===== src/hw/rtl/lsq_pkg.sv =====
// ----------------------------------------------------------------------------
// lsq_pkg
// Shared types, constants and step helpers for the light seek sequencer.
// ----------------------------------------------------------------------------
package lsq_pkg;

   localparam int unsigned LIGHT_W = 10;
   localparam int unsigned PAN_W   = 8;
   localparam int unsigned TILT_W  = 7;
   localparam int unsigned PHASE_W = 3;
   localparam int unsigned CSR_W   = 10;

   localparam logic [PAN_W-1:0]  PAN_MAX  = 8'd180;
   localparam logic [TILT_W-1:0] TILT_MAX = 7'd90;

   localparam logic [LIGHT_W-1:0] THRESHOLD_RESET = 10'd20;
   localparam logic [TILT_W-1:0]  SCAN_TILT_RESET = 7'd55;

   typedef enum logic [0:0] {
      CSR_IDX_THRESHOLD = 1'b0,
      CSR_IDX_SCAN_TILT = 1'b1
   } csr_idx_type;

   typedef enum logic [PHASE_W-1:0] {
      PH_MONITOR    = 3'd0,
      PH_HOME_PAN   = 3'd1,
      PH_TILT_SCAN  = 3'd2,
      PH_PAN_SWEEP  = 3'd3,
      PH_PAN_BEST   = 3'd4,
      PH_TILT_ZERO  = 3'd5,
      PH_TILT_SWEEP = 3'd6,
      PH_TILT_BEST  = 3'd7
   } phase_type;

   typedef struct packed {
      phase_type           phase;
      logic [PAN_W-1:0]    pan;
      logic [TILT_W-1:0]   tilt;
      logic [PAN_W-1:0]    best_pan;
      logic [TILT_W-1:0]   best_tilt;
      logic [LIGHT_W-1:0]  peak;
      logic [LIGHT_W-1:0]  reference;
   } seek_state_type;

   function automatic logic [PAN_W-1:0] step_pan(
      input logic [PAN_W-1:0] pos,
      input logic [PAN_W-1:0] target
   );
      logic [PAN_W-1:0] res;
      if (pos < target) begin
         res = pos + 8'd1;
      end else if (pos > target) begin
         res = pos - 8'd1;
      end else begin
         res = pos;
      end
      return res;
   endfunction

   function automatic logic [TILT_W-1:0] step_tilt(
      input logic [TILT_W-1:0] pos,
      input logic [TILT_W-1:0] target
   );
      logic [TILT_W-1:0] res;
      if (pos < target) begin
         res = pos + 7'd1;
      end else if (pos > target) begin
         res = pos - 7'd1;
      end else begin
         res = pos;
      end
      return res;
   endfunction

endpackage


===== src/hw/rtl/lsq_tick.sv =====
// ----------------------------------------------------------------------------
// lsq_tick
// Next-state logic for one light sample: monitor compare, axis steps, sweeps.
// ----------------------------------------------------------------------------
module lsq_tick (
   input  lsq_pkg::seek_state_type         cur,
   input  logic [lsq_pkg::LIGHT_W-1:0]     light,
   input  logic [lsq_pkg::LIGHT_W-1:0]     threshold,
   input  logic [lsq_pkg::TILT_W-1:0]      scan_tilt,
   output lsq_pkg::seek_state_type         nxt,
   output logic                            done
);
   import lsq_pkg::*;

   logic [TILT_W-1:0]  tilt_target;
   logic [LIGHT_W-1:0] diff;
   logic [PAN_W-1:0]   pan_step;
   logic [TILT_W-1:0]  tilt_step;

   assign tilt_target = (scan_tilt > TILT_MAX) ? TILT_MAX : scan_tilt;
   assign diff = (light > cur.reference) ? (light - cur.reference)
                                         : (cur.reference - light);

   always_comb begin
      nxt       = cur;
      done      = 1'b0;
      pan_step  = cur.pan;
      tilt_step = cur.tilt;
      case (cur.phase)
         PH_MONITOR: begin
            if (diff > threshold) begin
               nxt.phase = PH_HOME_PAN;
            end
         end
         PH_HOME_PAN: begin
            pan_step = step_pan(cur.pan, '0);
            nxt.pan  = pan_step;
            if (pan_step == '0) begin
               nxt.phase = PH_TILT_SCAN;
            end
         end
         PH_TILT_SCAN: begin
            tilt_step = step_tilt(cur.tilt, tilt_target);
            nxt.tilt  = tilt_step;
            if (tilt_step == tilt_target) begin
               nxt.phase    = PH_PAN_SWEEP;
               nxt.peak     = '0;
               nxt.best_pan = '0;
            end
         end
         PH_PAN_SWEEP: begin
            if (light > cur.peak) begin
               nxt.peak     = light;
               nxt.best_pan = cur.pan;
            end
            if (cur.pan < PAN_MAX) begin
               nxt.pan = cur.pan + 8'd1;
            end else begin
               nxt.phase = PH_PAN_BEST;
            end
         end
         PH_PAN_BEST: begin
            pan_step = step_pan(cur.pan, cur.best_pan);
            nxt.pan  = pan_step;
            if (pan_step == cur.best_pan) begin
               nxt.phase = PH_TILT_ZERO;
            end
         end
         PH_TILT_ZERO: begin
            tilt_step = step_tilt(cur.tilt, '0);
            nxt.tilt  = tilt_step;
            if (tilt_step == '0) begin
               nxt.phase     = PH_TILT_SWEEP;
               nxt.peak      = '0;
               nxt.best_tilt = '0;
            end
         end
         PH_TILT_SWEEP: begin
            if (light > cur.peak) begin
               nxt.peak      = light;
               nxt.best_tilt = cur.tilt;
            end
            if (cur.tilt < TILT_MAX) begin
               nxt.tilt = cur.tilt + 7'd1;
            end else begin
               nxt.phase = PH_TILT_BEST;
            end
         end
         PH_TILT_BEST: begin
            tilt_step = step_tilt(cur.tilt, cur.best_tilt);
            nxt.tilt  = tilt_step;
            if (tilt_step == cur.best_tilt) begin
               nxt.reference = cur.peak;
               nxt.phase     = PH_MONITOR;
               done          = 1'b1;
            end
         end
         default: begin
            nxt = cur;
         end
      endcase
   end

endmodule


===== src/hw/rtl/two_axis_light_seek_sequencer.sv =====
// ----------------------------------------------------------------------------
// two_axis_light_seek_sequencer
// Pan/tilt light seeking sequencer: one light sample in, one angle word out.
// Path: an accepted req word waits in the input register, then the
// combinational tick logic updates all state and the result register loads.
// Throughput: 1 word per cycle unless rsp_tready stalls the output.
// Reset: synchronous; starts scanning from pan 0, tilt 90, reference 0,
// threshold 20, scan tilt 55.
// ----------------------------------------------------------------------------
module two_axis_light_seek_sequencer (
   input  logic        clock,
   input  logic        reset,
   input  logic        csr_we,
   input  logic [0:0]  csr_index,
   input  logic [9:0]  csr_wdata,
   input  logic        req_tvalid,
   output logic        req_tready,
   input  logic [15:0] req_tdata,  // light_level[9:0]
   output logic        rsp_tvalid,
   input  logic        rsp_tready,
   output logic [31:0] rsp_tdata,  // pan_angle[7:0], tilt_angle[14:8],
                                   // phase_now[17:15], reference_out[27:18]
   output logic        rsp_tlast   // scan_done
);
   import lsq_pkg::*;

   logic [LIGHT_W-1:0] threshold_ff;
   logic [TILT_W-1:0]  scan_tilt_ff;
   seek_state_type     state_ff;
   seek_state_type     state_in;
   logic               in_valid_ff;
   logic [LIGHT_W-1:0] light_ff;
   logic               rsp_valid_ff;
   logic [31:0]        rsp_data_ff;
   logic [31:0]        rsp_data_in;
   logic               rsp_last_ff;
   logic               done;
   logic               fire;

   assign fire       = in_valid_ff && (!rsp_valid_ff || rsp_tready);
   assign req_tready = !in_valid_ff || fire;

   lsq_tick u_tick (
      .cur       (state_ff),
      .light     (light_ff),
      .threshold (threshold_ff),
      .scan_tilt (scan_tilt_ff),
      .nxt       (state_in),
      .done      (done)
   );

   assign rsp_data_in = {4'd0, state_in.reference, state_in.phase,
                         state_in.tilt, state_in.pan};

   always_ff @(posedge clock) begin
      if (reset) begin
         threshold_ff <= THRESHOLD_RESET;
         scan_tilt_ff <= SCAN_TILT_RESET;
      end else if (csr_we) begin
         case (csr_idx_type'(csr_index))
            CSR_IDX_THRESHOLD: threshold_ff <= csr_wdata;
            CSR_IDX_SCAN_TILT: scan_tilt_ff <= csr_wdata[TILT_W-1:0];
            default: begin
               threshold_ff <= threshold_ff;
            end
         endcase
      end
   end

   always_ff @(posedge clock) begin
      if (reset) begin
         state_ff <= '{phase: PH_HOME_PAN, pan: '0, tilt: TILT_MAX,
                       best_pan: '0, best_tilt: '0, peak: '0, reference: '0};
      end else if (fire) begin
         state_ff <= state_in;
      end
   end

   always_ff @(posedge clock) begin
      if (reset) begin
         in_valid_ff <= 1'b0;
      end else if (req_tready) begin
         in_valid_ff <= req_tvalid;
      end
   end

   always_ff @(posedge clock) begin
      if (req_tready && req_tvalid) begin
         light_ff <= req_tdata[LIGHT_W-1:0];
      end
   end

   always_ff @(posedge clock) begin
      if (reset) begin
         rsp_valid_ff <= 1'b0;
      end else if (fire) begin
         rsp_valid_ff <= 1'b1;
      end else if (rsp_tready) begin
         rsp_valid_ff <= 1'b0;
      end
   end

   always_ff @(posedge clock) begin
      if (fire) begin
         rsp_data_ff <= rsp_data_in;
         rsp_last_ff <= done;
      end
   end

   assign rsp_tvalid = rsp_valid_ff;
   assign rsp_tdata  = rsp_data_ff;
   assign rsp_tlast  = rsp_last_ff;

`ifndef SYNTHESIS
   a_angle_range: assert property (@(posedge clock) disable iff (reset)
      (state_ff.pan <= PAN_MAX) && (state_ff.tilt <= TILT_MAX))
      else $error("axis position out of range");

   a_done_monitor: assert property (@(posedge clock) disable iff (reset)
      (rsp_valid_ff && rsp_last_ff) |-> (rsp_data_ff[17:15] == PH_MONITOR))
      else $error("scan done without return to monitor");

   a_fire_result: assert property (@(posedge clock) disable iff (reset)
      fire |=> rsp_valid_ff)
      else $error("processed sample produced no result");

   a_monitor_hold: assert property (@(posedge clock) disable iff (reset)
      (fire && (state_ff.phase == PH_MONITOR)) |=>
      ((state_ff.pan == $past(state_ff.pan)) && (state_ff.tilt == $past(state_ff.tilt))))
      else $error("axis moved in monitor");
`endif

endmodule

===== config.mk =====
export PLATFORM = sky130hd
export DESIGN_NAME = two_axis_light_seek_sequencer
export DESIGN_NICKNAME = d
export VERILOG_FILES = /design/src/hw/rtl/lsq_pkg.sv /design/src/hw/rtl/lsq_tick.sv /design/src/hw/rtl/two_axis_light_seek_sequencer.sv
export SDC_FILE = /design/constraint.sdc
export NUM_CORES = 1
export LEC_CHECK = 0
export ABC_AREA = 1
export BUFFER_PORTS_ARGS = -buffer_cell sky130_fd_sc_hd__buf_4
export CAP_MARGIN = 20
export CORE_MARGIN = 5
export CORE_UTILIZATION = 45
export DETAILED_ROUTE_END_ITERATION = 16
export PLACE_DENSITY = 0.6
export SYNTH_ARGS = -nofsm -noshare
export SYNTH_HDL_FRONTEND = slang
export SYNTH_SLANG_ARGS = --single-unit

===== constraint.sdc =====
create_clock -name clock -period 3.9 [get_ports clock]
set_input_delay 0.585 -clock clock [delete_from_list [all_inputs] [get_ports clock]]
set_output_delay 0.585 -clock clock [all_outputs]
set_load 0.02 [all_outputs]

==> results_dict.tcl <==
set metrics [dict create \
    grt.total_usage_pct 22.5 \
    grt_overflow_total 0 \
    drv_slew 0 \
    drt_iter0_drc 488 \
    power_frac_comb_pct 34.8 \
    postPlaceCellArea_um2 9160 \
    grt_first_pass_wirelength_mm 39.5 \
    critPathLaunchType "flop" \
    yosys_warnings 0 \
    diodes 0 \
    p_sw_mw 1.35 \
    path_cells "inv_2 -> ha_4 -> inv_2 -> fa_2 -> a21oi_2 -> inv_1 -> a21oi_2 -> o21ai_1 -> nand2_2 -> buf_6 -> buf_4 -> nand2_1 -> o21ai_0 -> xor2_1 -> inv_1 -> ha_1 -> nand2_1 -> nor2_1 -> a211oi_1 -> o211ai_1 -> nand4_1 -> nand3_2" \
    via_count 8220 \
    nNetsFinal 1375 \
    clkSlewWorstSetupHoldPaths_ns 0.08 \
    design_power_total_mw 3.52 \
    worst_slew_pin_slew_ns 0.812 \
    synthFlopType "dfxtp_1" \
    path_buf_inv 6 \
    dp_cells 1492 \
    final_cell_area_um2 9570 \
    drt-vias-per-instance 5.43 \
    antenna_found_initial 0 \
    synth-seq-cells 111 \
    wl_per_cell_um 16.3 \
    num_rows 50 \
    cts_buffer_depth 2 \
    worstSetupPathType "flop to flop" \
    syn-mean-instance-area_um2 6.97 \
    p_sw_share_pct 38.4 \
    finalSetupViolCount 0 \
    initial_core_util_pct 45.7 \
    endpoint_kind "flop" \
    core_um2 18600 \
    stdcell_count 1514 \
    hold_violations 0 \
    slowest_stage "edfxtp_1" \
    yosys.area.top_type "dfxtp_1" \
    syn_inst 1222 \
    grt_max_degree 42 \
    synth-edff-count 39 \
    finalCritPeriodShare_pct 94.0 \
    netlist.area_leader.share_pct 16.9 \
    clockPowerShare_pct 26.9 \
    finClkSkew_ns 0.00925 \
    io_buffers 56 \
    root_buffer "clkbuf_16" \
    drv_cap 0 \
    synth_cell_types 54 \
    ctsHtreeMaxLevel 3 \
    rsz0062_at_grt "yes" \
    power_frac_seq_pct 38.3 \
    cts.sinks 111 \
    slowest_delay_ns 0.47 \
    ys_async_sr_fraction_pct 0 \
    ys_seq_area_share_pct 30.7 \
    fin_crit_ns 3.67 \
    path_max_fanout 7 \
    cts_buffers 9 \
    hold_path_class "input port to flop" \
    ant_nets 0 \
    p_leak_nw 4.46 \
    outcome "complete, no violations" \
    cts_tree "built" \
    yosys-top-cells-area "dfxtp_1, edfxtp_1, nand2_1" \
    clk_latency_ns 0.37 \
    globalplace.congestion 0.930 \
    grt_pass1_vias 7586 \
    synthToLayoutAreaGrowth_pct 12.3 \
    chipHeight_um 148 \
    holdWs_ns 0.383 \
    die-width_um 148 \
    power.density_nw_per_um2 367 \
    drive_gt1_share_pct 13.3 \
    drcViolationCount 0 \
    firstDrtPassIters 5 \
    crit_arrival_ns 3.79 \
    synthesis.area_um2 8520 \
    max_freq_mhz 273 \
    vdd_ir_drop_max_v 0.000226 \
    dpl.hpwl_mm 18.8 \
    critical-path-top-delay-family "compound AO/OA/AOI/OAI gates" \
    io_pins 67 \
    dieArea_um2 21800 \
    max_slew_margin_pct 45.7 \
    crit_required_ns 4.02 \
    p_int_mw 2.16 \
    final_util_pct 51.3 \
    wirelength_mm 24.7 \
]
worst register-to-register path: cells and delay by family, from the launching register on:
kind	cells	cell delay [ns]
compound gates	6	0.86
fa+ha+maj	3	0.79
buf+inv	6	0.56
simple gates	6	0.52
flops	1	0.47
xor+xnor	1	0.21
layout by cell type (no fill, tap or decap), types with 8 or more instances in the layout:
cell type,Yosys,routed
o21ai_0,48,45
nand4_1,55,55
nor2_1,101,101
edfxtp_1,39,39
ha_1,66,65
inv_2,12,16
o2111ai_1,9,8
a21oi_1,82,79
dfxtp_1,72,71
buf_4,7,77
nand2_2,12,13
o211ai_1,16,16
xor2_1,15,15
nand3_1,107,105
inv_1,158,154
clkbuf_16,0,9
nand2_1,302,301
layer usage:
metal | wire length (µm) | vias up | part of all wire [%] | GRT usage (%)
met1 | 11400 | 3763 | 46 | 30.5
li1 | - | 4190 | - | -
met3 | 1200 | 35 | 4.9 | 3.25
met5 | 0 | - | 0 | 0
met4 | 515 | 0 | 2.1 | 7.36
met2 | 11500 | 232 | 47 | 37.0
per-stage QoR:
| stage | setup WS, ns | setup TNS, ns |
|---|---|---|
| 2_1_floorplan | 0.663 | 0 |
| 3_3_place_gp | 0.144 | 0 |
| 3_5_place_dp | 0.0947 | 0 |
| 4_1_cts | 0.0643 | 0 |
| 5_1_grt | -0.0983 | -0.154 |
| 6_report | 0.233 | 0 |
worst paths after layout:
check                                      from              end  slack (ns)  depth (start not counted)
worst max-delay path                light_ff[0]    rsp_tdata[15]        0.23                         22
worst min-delay path               req_tdata[7]      light_ff[7]        0.38                          1
worst max register to register      light_ff[0]    rsp_tdata[15]        0.23                         22
worst min register to register  threshold_ff[1]  threshold_ff[1]        0.47                          2
flip-flops by register name, indices dropped and copies added (netlist names):
register and count:
rsp_tvalid 1, threshold_ff 10, rsp_tdata 28, light_ff 10
rsp_tlast 1, in_valid_ff 1, state_ff 53, scan_tilt_ff 7
synth_stat cells (all sizes together), types with 2 or more instances:
library cell / instances
o211ai: 16
o2111ai: 9
xnor2: 4
edfxtp: 39
or2: 5
nand2: 316
fa: 2
o21ai: 53
inv: 170
nand4: 57
a21o: 2
o21a: 2
a21oi: 85
xor2: 16
dfxtp: 72
clkinv: 2
a221oi: 4
nand3b: 3
clkbuf: 15
o22ai: 6
nand3: 113
nor3: 11
buf: 26
a211oi: 7
ha: 66
nor2: 111
power groups by stage:
| stage | Combinational, mW | Clock (mW) | Sequential [mW] |
|---|---|---|---|
| 6_report | 1.22 | 0.947 | 1.35 |
| 5_1_grt | 1.38 | 1.01 | 1.35 |
| 4_1_cts | 1.19 | 0.977 | 1.34 |
| 3_5_place_dp | 1.18 | 0 | 1.37 |
| 3_3_place_gp | 1.17 | 0 | 1.37 |
| 2_1_floorplan | 0.856 | 0 | 1.37 |
layout make-up:
type / count / area, µm²
tap: 234 / 293
clock inverter: 7 / 75.1
timing repair buffer: 80 / 637
multi-input combinational: 901 / 5080
fill: 1888 / 9080
inverter: 172 / 646
clock buffer: 9 / 225
sequential: 111 / 2610
kinds of logic after synthesis:
group / after synthesis / synth area share (%)
DFF: 111 / 30.7
xor gates and xnor gates: 20 / 2.14
and+or+nand+nor: 618 / 33.3
buffers and inverters: 213 / 10.5
muxes: 1 / 0.118
other: 1 / 0.0440
adders and majority gates: 68 / 10.2
AOI/OAI and AO/OA: 190 / 13.1
timing repair:
item | 4_1_cts | 5_1_grt
gates resized for setup | 0 | 20
endpoints found under the setup margin | 0 | 20
hold endpoints to repair | 0 | 0
hold buffers | 0 | 0
buffers inserted | 0 | 6
(Power assumes the default switching activity.)
